<file path="src/dram_pkg.sv">
`timescale 1ns / 1ps

package dram_pkg;

	// Request kinds carried on the slave tuser
	localparam logic [1:0] KIND_PUSH_FRONT = 2'd0;
	localparam logic [1:0] KIND_PUSH_BACK  = 2'd1;
	localparam logic [1:0] KIND_REMOVE     = 2'd2;
	localparam logic [1:0] KIND_CLEAR      = 2'd3;

	localparam int DEPTH_DEF = 16;
	localparam int VAL_W     = 32;
	localparam int CNT_W     = 5;
	localparam int OUT_W     = 16;

	// Commands from the controller to the datapath
	typedef struct packed {
		logic push_front;
		logic push_back;
		logic clear;
		logic rm_start;
		logic rd_scan;
		logic cmp_init;
		logic rd_cmp;
		logic rm_end;
	} dram_cmd_t;

	// Status from the datapath to the controller
	typedef struct packed {
		logic idx_end;
	} dram_stat_t;

endpackage

</file>
<file path="src/dram_ctrl.sv">
`timescale 1ns / 1ps

module dram_ctrl import dram_pkg::*; (
	input  logic       clk,
	input  logic       arst_n,
	input  logic       s_tvalid,
	input  logic [1:0] kind,
	output logic       s_tready,
	output logic       m_tvalid,
	input  logic       m_tready,
	input  dram_stat_t stat,
	output dram_cmd_t  cmd
);

	typedef enum logic [3:0] {
		ST_IDLE    = 4'b0001,
		ST_SCAN    = 4'b0010,
		ST_COMPACT = 4'b0100,
		ST_DRAIN   = 4'b1000
	} state_t;

	state_t state_q, state_d;
	logic   out_valid_q;
	logic   out_free;
	logic   take;
	logic   res_set;

	assign out_free = !out_valid_q || m_tready;
	assign s_tready = (state_q == ST_IDLE) && out_free;
	assign take     = s_tvalid && s_tready;
	assign m_tvalid = out_valid_q;

	// Decode state and issue datapath commands
	always_comb begin
		state_d = state_q;
		cmd     = '0;
		res_set = 1'b0;
		unique case (state_q)
			ST_IDLE: begin
				if (take) begin
					unique case (kind)
						KIND_PUSH_FRONT: begin
							cmd.push_front = 1'b1;
							res_set        = 1'b1;
						end
						KIND_PUSH_BACK: begin
							cmd.push_back = 1'b1;
							res_set       = 1'b1;
						end
						KIND_REMOVE: begin
							cmd.rm_start = 1'b1;
							state_d      = ST_SCAN;
						end
						default: begin
							cmd.clear = 1'b1;
							res_set   = 1'b1;
						end
					endcase
				end
			end
			ST_SCAN: begin
				if (!stat.idx_end) begin
					cmd.rd_scan = 1'b1;
				end else begin
					cmd.cmp_init = 1'b1;
					state_d      = ST_COMPACT;
				end
			end
			ST_COMPACT: begin
				if (!stat.idx_end) begin
					cmd.rd_cmp = 1'b1;
				end else begin
					state_d = ST_DRAIN;
				end
			end
			ST_DRAIN: begin
				if (out_free) begin
					cmd.rm_end = 1'b1;
					res_set    = 1'b1;
					state_d    = ST_IDLE;
				end
			end
			default: state_d = ST_IDLE;
		endcase
	end

	// Hold state and the output word flag
	always_ff @(posedge clk or negedge arst_n) begin
		if (!arst_n) begin
			state_q     <= ST_IDLE;
			out_valid_q <= 1'b0;
		end else begin
			state_q <= state_d;
			if (res_set) begin
				out_valid_q <= 1'b1;
			end else if (m_tready) begin
				out_valid_q <= 1'b0;
			end
		end
	end

endmodule

</file>
<file path="src/dram_dp.sv">
`timescale 1ns / 1ps

module dram_dp import dram_pkg::*; #(
	parameter int DEPTH = DEPTH_DEF
) (
	input  logic                    clk,
	input  logic                    arst_n,
	input  logic signed [VAL_W-1:0] value,
	input  dram_cmd_t               cmd,
	output dram_stat_t              stat,
	output logic        [OUT_W-1:0] res_word
);

	localparam int AW = (DEPTH > 1) ? $clog2(DEPTH) : 1;
	localparam int CW = $clog2(DEPTH + 1);
	localparam int SW = CW + 1;

	logic        [VAL_W-1:0] mem [DEPTH];

	logic        [AW-1:0]    head_q;
	logic        [CW-1:0]    fill_q;
	logic        [CW-1:0]    n_q;
	logic        [CW-1:0]    idx_q;
	logic        [CW-1:0]    kept_q;
	logic                    first_q;
	logic signed [VAL_W-1:0] best_q;
	logic signed [VAL_W-1:0] rdata_s1;
	logic                    rdv_s1;
	logic                    rdc_s1;
	logic        [CNT_W-1:0] rcnt_q;
	logic                    ovf_q;
	logic        [CNT_W-1:0] occ_q;

	logic                    full;
	logic        [AW-1:0]    head_dec;
	logic        [AW-1:0]    rd_addr;
	logic                    we;
	logic        [AW-1:0]    wa;
	logic        [VAL_W-1:0] wd;
	logic                    keep_hit;
	logic        [CW-1:0]    removed;

	// Map a position in the sequence to a slot of the ring
	function automatic logic [AW-1:0] phys(input logic [AW-1:0] h, input logic [CW-1:0] i);
		logic [SW-1:0] sum;
		sum = SW'(h) + SW'(i);
		if (sum >= SW'(DEPTH)) begin
			sum = sum - SW'(DEPTH);
		end
		return sum[AW-1:0];
	endfunction

	assign full     = (fill_q == CW'(DEPTH));
	assign head_dec = (head_q == '0) ? AW'(DEPTH - 1) : head_q - AW'(1);
	assign rd_addr  = phys(head_q, idx_q);
	assign keep_hit = rdv_s1 && rdc_s1 && (rdata_s1 != best_q);
	assign removed  = n_q - kept_q;
	assign stat.idx_end = (idx_q == n_q);
	assign res_word = {{(OUT_W - 2 * CNT_W - 1){1'b0}}, occ_q, ovf_q, rcnt_q};

	// Select the single write into the ring
	always_comb begin
		we = 1'b0;
		wa = phys(head_q, kept_q);
		wd = rdata_s1;
		if (cmd.push_front && !full) begin
			we = 1'b1;
			wa = head_dec;
			wd = value;
		end else if (cmd.push_back && !full) begin
			we = 1'b1;
			wa = phys(head_q, fill_q);
			wd = value;
		end else if (keep_hit) begin
			we = 1'b1;
		end
	end

	// Ring storage with registered read
	always_ff @(posedge clk) begin
		if (we) begin
			mem[wa] <= wd;
		end
		rdata_s1 <= mem[rd_addr];
	end

	// Advance pointers, counters and the read pipeline
	always_ff @(posedge clk or negedge arst_n) begin
		if (!arst_n) begin
			head_q  <= '0;
			fill_q  <= '0;
			n_q     <= '0;
			idx_q   <= '0;
			kept_q  <= '0;
			first_q <= 1'b0;
			rdv_s1  <= 1'b0;
			rdc_s1  <= 1'b0;
		end else begin
			rdv_s1 <= cmd.rd_scan || cmd.rd_cmp;
			rdc_s1 <= cmd.rd_cmp;
			if (cmd.push_front && !full) begin
				head_q <= head_dec;
				fill_q <= fill_q + CW'(1);
			end
			if (cmd.push_back && !full) begin
				fill_q <= fill_q + CW'(1);
			end
			if (cmd.clear) begin
				fill_q <= '0;
			end
			if (cmd.rm_start) begin
				n_q     <= fill_q;
				idx_q   <= '0;
				kept_q  <= '0;
				first_q <= 1'b1;
			end
			if (cmd.cmp_init) begin
				idx_q <= '0;
			end
			if (cmd.rd_scan || cmd.rd_cmp) begin
				idx_q <= idx_q + CW'(1);
			end
			if (rdv_s1 && !rdc_s1) begin
				first_q <= 1'b0;
			end
			if (keep_hit) begin
				kept_q <= kept_q + CW'(1);
			end
			if (cmd.rm_end) begin
				fill_q <= kept_q;
			end
		end
	end

	// Track the running maximum during the scan pass
	always_ff @(posedge clk) begin
		if (rdv_s1 && !rdc_s1) begin
			if (first_q || (rdata_s1 > best_q)) begin
				best_q <= rdata_s1;
			end
		end
	end

	// Load the result word
	always_ff @(posedge clk) begin
		if (cmd.push_front || cmd.push_back) begin
			rcnt_q <= '0;
			ovf_q  <= full;
			occ_q  <= full ? CNT_W'(fill_q) : CNT_W'(fill_q + CW'(1));
		end else if (cmd.clear) begin
			rcnt_q <= '0;
			ovf_q  <= 1'b0;
			occ_q  <= '0;
		end else if (cmd.rm_end) begin
			rcnt_q <= CNT_W'(removed);
			ovf_q  <= 1'b0;
			occ_q  <= CNT_W'(kept_q);
		end
	end

endmodule

</file>
<file path="src/deque_remove_all_max_core.sv">
`timescale 1ns / 1ps
// Push front, push back and clear: result word in the cycle after acceptance, one word per
// cycle while m_tready is high. Remove all maxima over n held entries: the ring memory is read
// once per cycle in a max scan pass and then a compaction pass, after which the result is set.
// Reset (arst_n low, asynchronous) empties the store and clears all control state;
// entry contents are undefined until written.

module deque_remove_all_max_core import dram_pkg::*; #(
	parameter int DEPTH = DEPTH_DEF
) (
	input  logic             clk,
	input  logic             arst_n,
	input  logic             s_tvalid,
	output logic             s_tready,
	input  logic [VAL_W-1:0] s_tdata,  // [31:0] value
	input  logic [1:0]       s_tuser,  // [1:0] kind
	output logic             m_tvalid,
	input  logic             m_tready,
	output logic [OUT_W-1:0] m_tdata   // [4:0] removed_count, [5] overflow, [10:6] occupancy
);

	dram_cmd_t  cmd;
	dram_stat_t stat;

	dram_ctrl u_ctrl (
		.clk      (clk),
		.arst_n   (arst_n),
		.s_tvalid (s_tvalid),
		.kind     (s_tuser),
		.s_tready (s_tready),
		.m_tvalid (m_tvalid),
		.m_tready (m_tready),
		.stat     (stat),
		.cmd      (cmd)
	);

	dram_dp #(
		.DEPTH (DEPTH)
	) u_dp (
		.clk      (clk),
		.arst_n   (arst_n),
		.value    ($signed(s_tdata)),
		.cmd      (cmd),
		.stat     (stat),
		.res_word (m_tdata)
	);

`ifndef SYNTHESIS
	a_ready_needs_room: assert property (@(posedge clk) disable iff (!arst_n)
		s_tready |-> (!m_tvalid || m_tready))
		else $error("input taken while result word is blocked");

	a_remove_blocks: assert property (@(posedge clk) disable iff (!arst_n)
		(s_tvalid && s_tready && (s_tuser == KIND_REMOVE)) |=> !s_tready)
		else $error("remove request did not start a pass");

	a_ovf_no_removed: assert property (@(posedge clk) disable iff (!arst_n)
		m_tvalid |-> !(m_tdata[5] && (m_tdata[4:0] != '0)))
		else $error("overflow reported with removed entries");

	a_occ_bound: assert property (@(posedge clk) disable iff (!arst_n)
		m_tvalid |-> ((DEPTH > 31) || (m_tdata[10:6] <= 5'(DEPTH))))
		else $error("occupancy beyond capacity");
`endif

endmodule
</file>
<file path="config.mk">
export PLATFORM = sky130hd
export DESIGN_NAME = deque_remove_all_max_core
export DESIGN_NICKNAME = d
export VERILOG_FILES = /design/src/dram_pkg.sv /design/src/dram_ctrl.sv /design/src/dram_dp.sv /design/src/deque_remove_all_max_core.sv
export SDC_FILE = /design/constraint.sdc
export NUM_CORES = 1
export LEC_CHECK = 0
export ABC_CLOCK_PERIOD_IN_PS = 6300
export BUFFER_PORTS_ARGS = -buffer_cell sky130_fd_sc_hd__buf_2
export CELL_PAD_IN_SITES_DETAIL_PLACEMENT = 1
export CELL_PAD_IN_SITES_GLOBAL_PLACEMENT = 1
export CORE_UTILIZATION = 45
export CTS_BUF_LIST = sky130_fd_sc_hd__clkbuf_8
export DETAILED_ROUTE_END_ITERATION = 7
export GPL_ROUTABILITY_DRIVEN = 0
export PLACE_DENSITY = 0.71
export SYNTH_ARGS = -nofsm -noshare
export SYNTH_HDL_FRONTEND = slang
export SYNTH_HIERARCHICAL = 1
export SYNTH_SLANG_ARGS = --single-unit
export TNS_END_PERCENT = 20
</file>
<file path="constraint.sdc">
create_clock -name clk -period 6.3 [get_ports clk]
set_clock_uncertainty 0.2 [all_clocks]
set_input_delay 0.63 -clock clk [delete_from_list [all_inputs] [get_ports clk]]
set_output_delay 0.63 -clock clk [all_outputs]
set_load 0.01 [all_outputs]
</file>
==> impl_metrics.tcl, run 1 <==
set metrics [dict create \
    power_frac_seq_pct 40.2 \
    required_ns 6.44 \
    antenna_found_initial 1 \
    cp-start-kind "flip-flop" \
    tns_ns 0 \
    die_h_microns 238 \
    synth_edf_count 550 \
    netSwitchingPower_mw 5.01 \
    cts-root-buf "clkbuf_8" \
    arrival_ns 5.14 \
    rows 86 \
    synthArstFlopShare_pct 5.17 \
    yosysMostFrequentCell "edfxtp_1" \
    drt-total-wl_microns 60500 \
    io-pin-count 56 \
    intPower_mw 9.16 \
    netlist_area_sq_um 25000 \
    die_area_sq_um 56600 \
    viasPerCell 5.60 \
    crit_path_cell_trace "nor4b_4 -> nand3_2 -> nor3b_2 -> buf_4 -> nand2_1 -> o21ai_0 -> ha_1 -> a21o_1 -> a21oi_1 -> a21boi_0 -> o211a_1 -> a211oi_4 -> nand2b_2 -> nor2_4 -> buf_4" \
    clk_pin_slew_worst_paths_ns 0.06 \
    cp_top_family "simple AND/OR/NAND/NOR gates" \
    wl_met1_microns 25900 \
    avgSynthCellArea_sq_um 17.4 \
    rsz0062_at_grt "false" \
    whs_ns 0.111 \
    crit_slowest_cell "dfstp_2" \
    top_layer_used "met4" \
    clk_latency_ns 0.68 \
    cpMostUsedCell "buf_4" \
    route.detailed.drc 0 \
    postCtsSetupBuffers 0 \
    pre_cts_ws_ns 1.28 \
    final_hold_viol_count 0 \
    swShare_pct 35.4 \
    fmax_mhz 200 \
    p_leak_nw 9.95 \
    yosysTopAreaCell "edfxtp_1" \
    post-route-min-period_ns 5.00 \
    place.port_buffers 50 \
    finalCritPeriodShare_pct 79.4 \
    grt_pass1_wl_microns 91900 \
    die_w_microns 238 \
    tightestPinTransition_ns 1.07 \
    max_slew_margin_pct 27.9 \
    ys_types 67 \
    clockBufferDepth 3 \
    drtPass1Iterations 5 \
    synth_commonest_cells "550 x edfxtp_1, 191 x nand2_1, 128 x mux4_2" \
    grt_remaining_overflow 0 \
    met3_length_microns 3350 \
    track_usage_pct 22.2 \
    synth_area_leaders "edfxtp_1 66%, mux4_2 12%, dfrtp_1 3.1%, dfxtp_1 3.0%, nand2_1 2.9%" \
    path_class "reg2reg" \
    synth_flop_cell "edfxtp_1" \
    ys_seq_area_share_pct 72.2 \
    cts_tree "yes" \
    via_count 13420 \
    ys_warn_count 6 \
    place_hpwl_microns 37400 \
    ys_seq_elements 619 \
    grt_pass1_vias 14475 \
    status "completed" \
    fin_nets 1655 \
    core_area_sq_um 55000 \
    wl_met2_microns 29800 \
    clockPowerShare_pct 23.7 \
    slew_viol_final 0 \
    htreeDepth 3 \
    syn_inst 1441 \
    ant_nets 0 \
    slowest_delay_ns 0.59 \
    cap_violations 0 \
    synthToLayoutAreaGrowth_pct 13.6 \
    crit_path_end_kind "flip-flop" \
    post_drt_wl_per_cell_microns 25.2 \
    fin_ws_ns 1.30 \
    cts_sinks 619 \
    ir_drop_mv 0.371 \
    n_antenna_cell 0 \
    finalSetupViolCount 0 \
    hold_class "in2reg" \
    first_iter_violations 1011 \
    start_util_pct 45.5 \
    critPathBufInv 2 \
    layout-drive-gt1-share_pct 24.3 \
    nFillCells 5139 \
    cts_made_buffers 98 \
    grt_max_degree 65 \
    power.density_nw_per_um2 499 \
    combPwrFrac_pct 36.1 \
    path_max_fanout 17 \
    yosysTopAreaCellShare_pct 66.0 \
]
[tightest hold or removal path, delay by kind of cell]
kind            cells  cell delay, ns
buf+inv             1            0.11
simple gates        1            0.13
compound gates      1            0.07
[cells by family after synthesis]
kind of cell               synth area share [%]
AOI/OAI and AO/OA                          4.14
xor gates and xnor gates                  0.805
adders and majority gates                  2.64
buffers and inverters                      2.05
DFF                                        72.2
muxes                                      11.9
other                                    0.0150
and+or+nand+nor                            6.32
[final timing paths]
check / slack [ns] / startpoint / depth (start not counted) / endpoint
max: 1.30 / u_ctrl/state_q[0] / 15 / u_dp/mem[1][20]
min: 0.11 / s_tvalid / 3 / u_ctrl/state_q[1]
max reg2reg: 1.30 / u_ctrl/state_q[0] / 15 / u_dp/mem[1][20]
min reg2reg: 0.26 / u_dp/rdata_s1[0] / 0 / u_dp/best_q[0]
max in group asynchronous: 5.02 / arst_n / 2 / u_dp/head_q[3]
min in group asynchronous: 0.37 / arst_n / 2 / u_ctrl/state_q[3]
[power groups by stage]
stage               clock network [mW]  logic [mW]  registers, mW
floorplan                            0        3.44           5.64
global placement                     0        5.04           5.75
detailed placement                   0        5.17           5.78
CTS                               3.45        5.20           5.69
global route                      3.61        5.55           5.72
finish                            3.36        5.11           5.69
[flip-flops by register name, indices dropped and copies added, names as in the netlist, 4 cells and up]
name            count
u_ctrl/state_q      4
u_dp/best_q        32
u_dp/fill_q         5
u_dp/head_q         4
u_dp/idx_q          5
u_dp/kept_q         5
u_dp/mem          512
u_dp/n_q            5
u_dp/occ_q          5
u_dp/rcnt_q         5
u_dp/rdata_s1      32
[layer usage]
metal	vias to the layer above	GRT usage [%]
met5	-	0
li1	5864	-
met4	0	6.59
met3	101	4.29
met1	7064	30.0
met2	391	36.8
[timing repair]
action	CTS	global route
hold buffers	1	0
resized for setup	0	0
hold endpoints to repair	31	0
[layout by cell type, fill, tap and decap left out, drive strengths merged, types with 4 or more instances in the layout]
cell type	count
a31oi	32
a21boi	5
o21ai	22
nand4	6
nand3	16
a22o	6
nor3	10
xor2	9
a211oi	37
xnor2	14
mux4	128
nor2b	10
mux2	4
and2	34
a21oi	18
a21o	12
dfxtp	37
nor2	49
nor3b	4
clkinv	34
dfrtp	31
nand2	193
inv	81
edfxtp	550
buf	85
clkbuf	113
ha	48
nand2b	6
mux2i	4
conb	5
[per-stage QoR]
| stage | std cells | instance area, sq um | utilization (%) | power [mW] |
|---|---|---|---|---|
| finish | 2395 | 28400 | 51.7 | 14.2 |
| global route | 2395 | 28400 | 51.7 | 14.9 |
| CTS | 2395 | 28400 | 51.7 | 14.3 |
| detailed placement | 2213 | 26400 | 48.1 | 10.9 |
| global placement | 2213 | 26400 | 48.1 | 10.8 |
| floorplan | 1445 | 25000 | - | 9.07 |
[cell type report]
| type | instances | area [sq um] | area share (%) |
|---|---|---|---|
| clock buffers | 113 | 1560 | 5.47 |
| flip-flops and latches | 619 | 18100 | 63.5 |
| multi-input cells | 708 | 6660 | 23.4 |
| clock inverters | 68 | 410 | 1.44 |
| well taps | 748 | 936 | 3.29 |
| inverters | 53 | 199 | 0.700 |
| repair buffers | 86 | 598 | 2.10 |
Power figures use the tool's default switching activity.
==> inputs of run 2 (changes only) <==
ABC_CLOCK_PERIOD_IN_PS = 4600   (was 6300)
clock period = 4.6 ns   (was 6.3 ns; I/O delays follow)
==> run 2 against run 1 <==
Effect of this change: critical path depth is 1 lower; setup slack worse by 1.1 ns; die area unchanged; routed wire length increased by 2.4%; largest cell class unchanged; flip-flop and latch count unchanged; core utilization is 0.56 points higher; global-route usage increased by 0.33 points; maximum frequency up 14%; largest power group unchanged.
==> impl_metrics.tcl, run 2 (synthesis gave the netlist of run 1 again) <==
set metrics [dict create \
    grt_remaining_overflow 0 \
    final_hold_viol_count 0 \
    io-pin-count 56 \
    track_usage_pct 22.6 \
    final_common_cell "edfxtp_1" \
    regMostFlops "u_dp/mem" \
    drtPass1Iterations 5 \
    nFillCells 5061 \
    p_leak_nw 10.1 \
    cts_tree "yes" \
    reg2reg_depth 14 \
    layout-drive-gt1-share_pct 24.4 \
    hold_class "in2reg" \
    cts_sinks 619 \
    finalSetupViolCount 0 \
    post-route-min-period_ns 4.40 \
    place.port_buffers 50 \
    instances_no_fill 2429 \
    power_frac_seq_pct 40.5 \
    die_area_sq_um 56600 \
    whs_ns 0.0743 \
    swShare_pct 35.8 \
    tightestPinTransition_ns 0.869 \
    rsz0062_at_grt "true" \
    path_max_fanout 32 \
    die_w_microns 238 \
    route.detailed.drc 0 \
    intPower_mw 12.4 \
    largest_register_ffs 512 \
    via_count 13377 \
    ir_drop_mv 0.375 \
    synthToLayoutAreaGrowth_pct 14.8 \
    cap_violations 0 \
    total_power_mw 19.4 \
    max_slew_margin_pct 41.8 \
    post_drt_wl_per_cell_microns 25.5 \
    power.density_nw_per_um2 674 \
    placedCellCount 2242 \
    place_hpwl_microns 40400 \
    ant_nets 0 \
    cts-root-buf "clkbuf_8" \
    status "completed" \
    finalCritPeriodShare_pct 95.6 \
    clockPowerShare_pct 22.5 \
    start_util_pct 45.5 \
    slew_viol_final 0 \
    arrival_ns 4.56 \
    combPwrFrac_pct 37.1 \
    die_h_microns 238 \
    layout.cells.most_common_list "550 x edfxtp_1, 190 x nand2_1, 128 x mux4_2, 105 x clkbuf_8, 87 x inv_1" \
    fmax_mhz 227 \
    drt-total-wl_microns 61900 \
    antenna_found_initial 1 \
    fin_util_pct 52.2 \
    required_ns 4.76 \
    core_area_sq_um 55000 \
    fin_nets 1690 \
    first_iter_violations 897 \
    hold_path_depth 4 \
    grt_pass1_vias 14910 \
    clk_latency_ns 0.71 \
    crit_path_end_kind "flip-flop" \
    netSwitchingPower_mw 6.92 \
    viasPerCell 5.51 \
    rows 86 \
    grt_pass1_wl_microns 93100 \
    n_antenna_cell 0 \
    path_class "reg2reg" \
    cts_made_buffers 100 \
    grt_max_degree 65 \
    reg_top3 "u_dp/mem x512, u_dp/best_q x32, u_dp/rdata_s1 x32" \
    clockBufferDepth 3 \
    cp-start-kind "flip-flop" \
    clk_pin_slew_worst_paths_ns 0.06 \
    htreeDepth 3 \
]
==> run 2: cell count changes in the layout (fill, tap and decap cells not counted), moves of 3 or more <==
cell / previous run / this run
clkinvlp_4: 3 / 0
buf_12: 6 / 22
buf_4: 29 / 40
clkinv_1: 13 / 25
clkinv_2: 18 / 12
clkbuf_8: 113 / 105
dlygate4sd3_1: 1 / 5
inv_1: 80 / 87
==> run 2: final timing paths <==
check,startpoint,end,slack [ns]
worst max-delay path,u_ctrl/state_q[0],u_dp/mem[11][24],0.20
min in group asynchronous,arst_n,u_ctrl/state_q[2],0.17
worst min register to register,u_dp/rdata_s1[0],u_dp/best_q[0],0.24
max in group asynchronous,arst_n,u_dp/kept_q[4],3.52
worst max register to register,u_ctrl/state_q[0],u_dp/mem[11][24],0.20
worst min-delay path,s_tuser[0],u_ctrl/state_q[0],0.07
==> run 2: metrics by stage <==
| stage | setup TNS, ns | instance area, sq um | setup slack, ns |
|---|---|---|---|
| final | 0 | 28700 | 0.202 |
| after global routing | -0.0544 | 28700 | -0.0169 |
| after floorplan | -80.38 | 25100 | -0.514 |
| after detailed placement | 0 | 26900 | 0.0793 |
| after CTS | 0 | 28700 | 0.0216 |
| after global placement | 0 | 26900 | 0.195 |
==> run 2: area by class of cell <==
type                       count  area [sq um]  area share [%]
tap                          748           936            3.26
timing repair buffer         119          1060            3.70
sequential                   619         18100            62.9
inverter                      53           199           0.693
multi-input combinational    708          6660            23.2
clock buffer                 105          1450            5.03
clock inverter                77           368            1.28
==> run 2: layer usage <==
metal / vias up / GRT usage (%) / wire length (microns)
li1: 5931 / - / -
met1: 7050 / 27.8 / 25300
met2: 279 / 40.0 / 32600
met3: 117 / 3.66 / 2120
met4: 0 / 8.50 / 1830
met5: - / 0 / 0
==> run 2: critical path, cell delays in order, from the launching register on <==
cell and delay (ns):
dfstp_2 0.58, nor4b_4 0.30, nand3_2 0.15, nor3b_2 0.30, nand2_1 0.20, o21ai_1 0.22, ha_1 0.26, a21o_1 0.15
a21oi_1 0.18, and3b_1 0.23, o211a_1 0.24, a211oi_4 0.35, nand2_2 0.23, nor2_4 0.20, buf_12 0.25
==> run 2: power by group through the flow <==
stage	logic (mW)	registers [mW]	clock network, mW
global route	7.74	7.86	4.69
floorplan	4.73	7.71	0
detailed placement	7.30	7.94	0
global placement	7.05	7.90	0
CTS	7.34	7.83	4.48
finish	7.18	7.83	4.35
==> run 2: what timing repair did <==
action,4_1_cts,5_1_grt
endpoints found under the hold margin,36,0
setup buffers,0,0
gates resized for setup,0,4
endpoints found under the setup margin,0,320
hold buffers,5,0
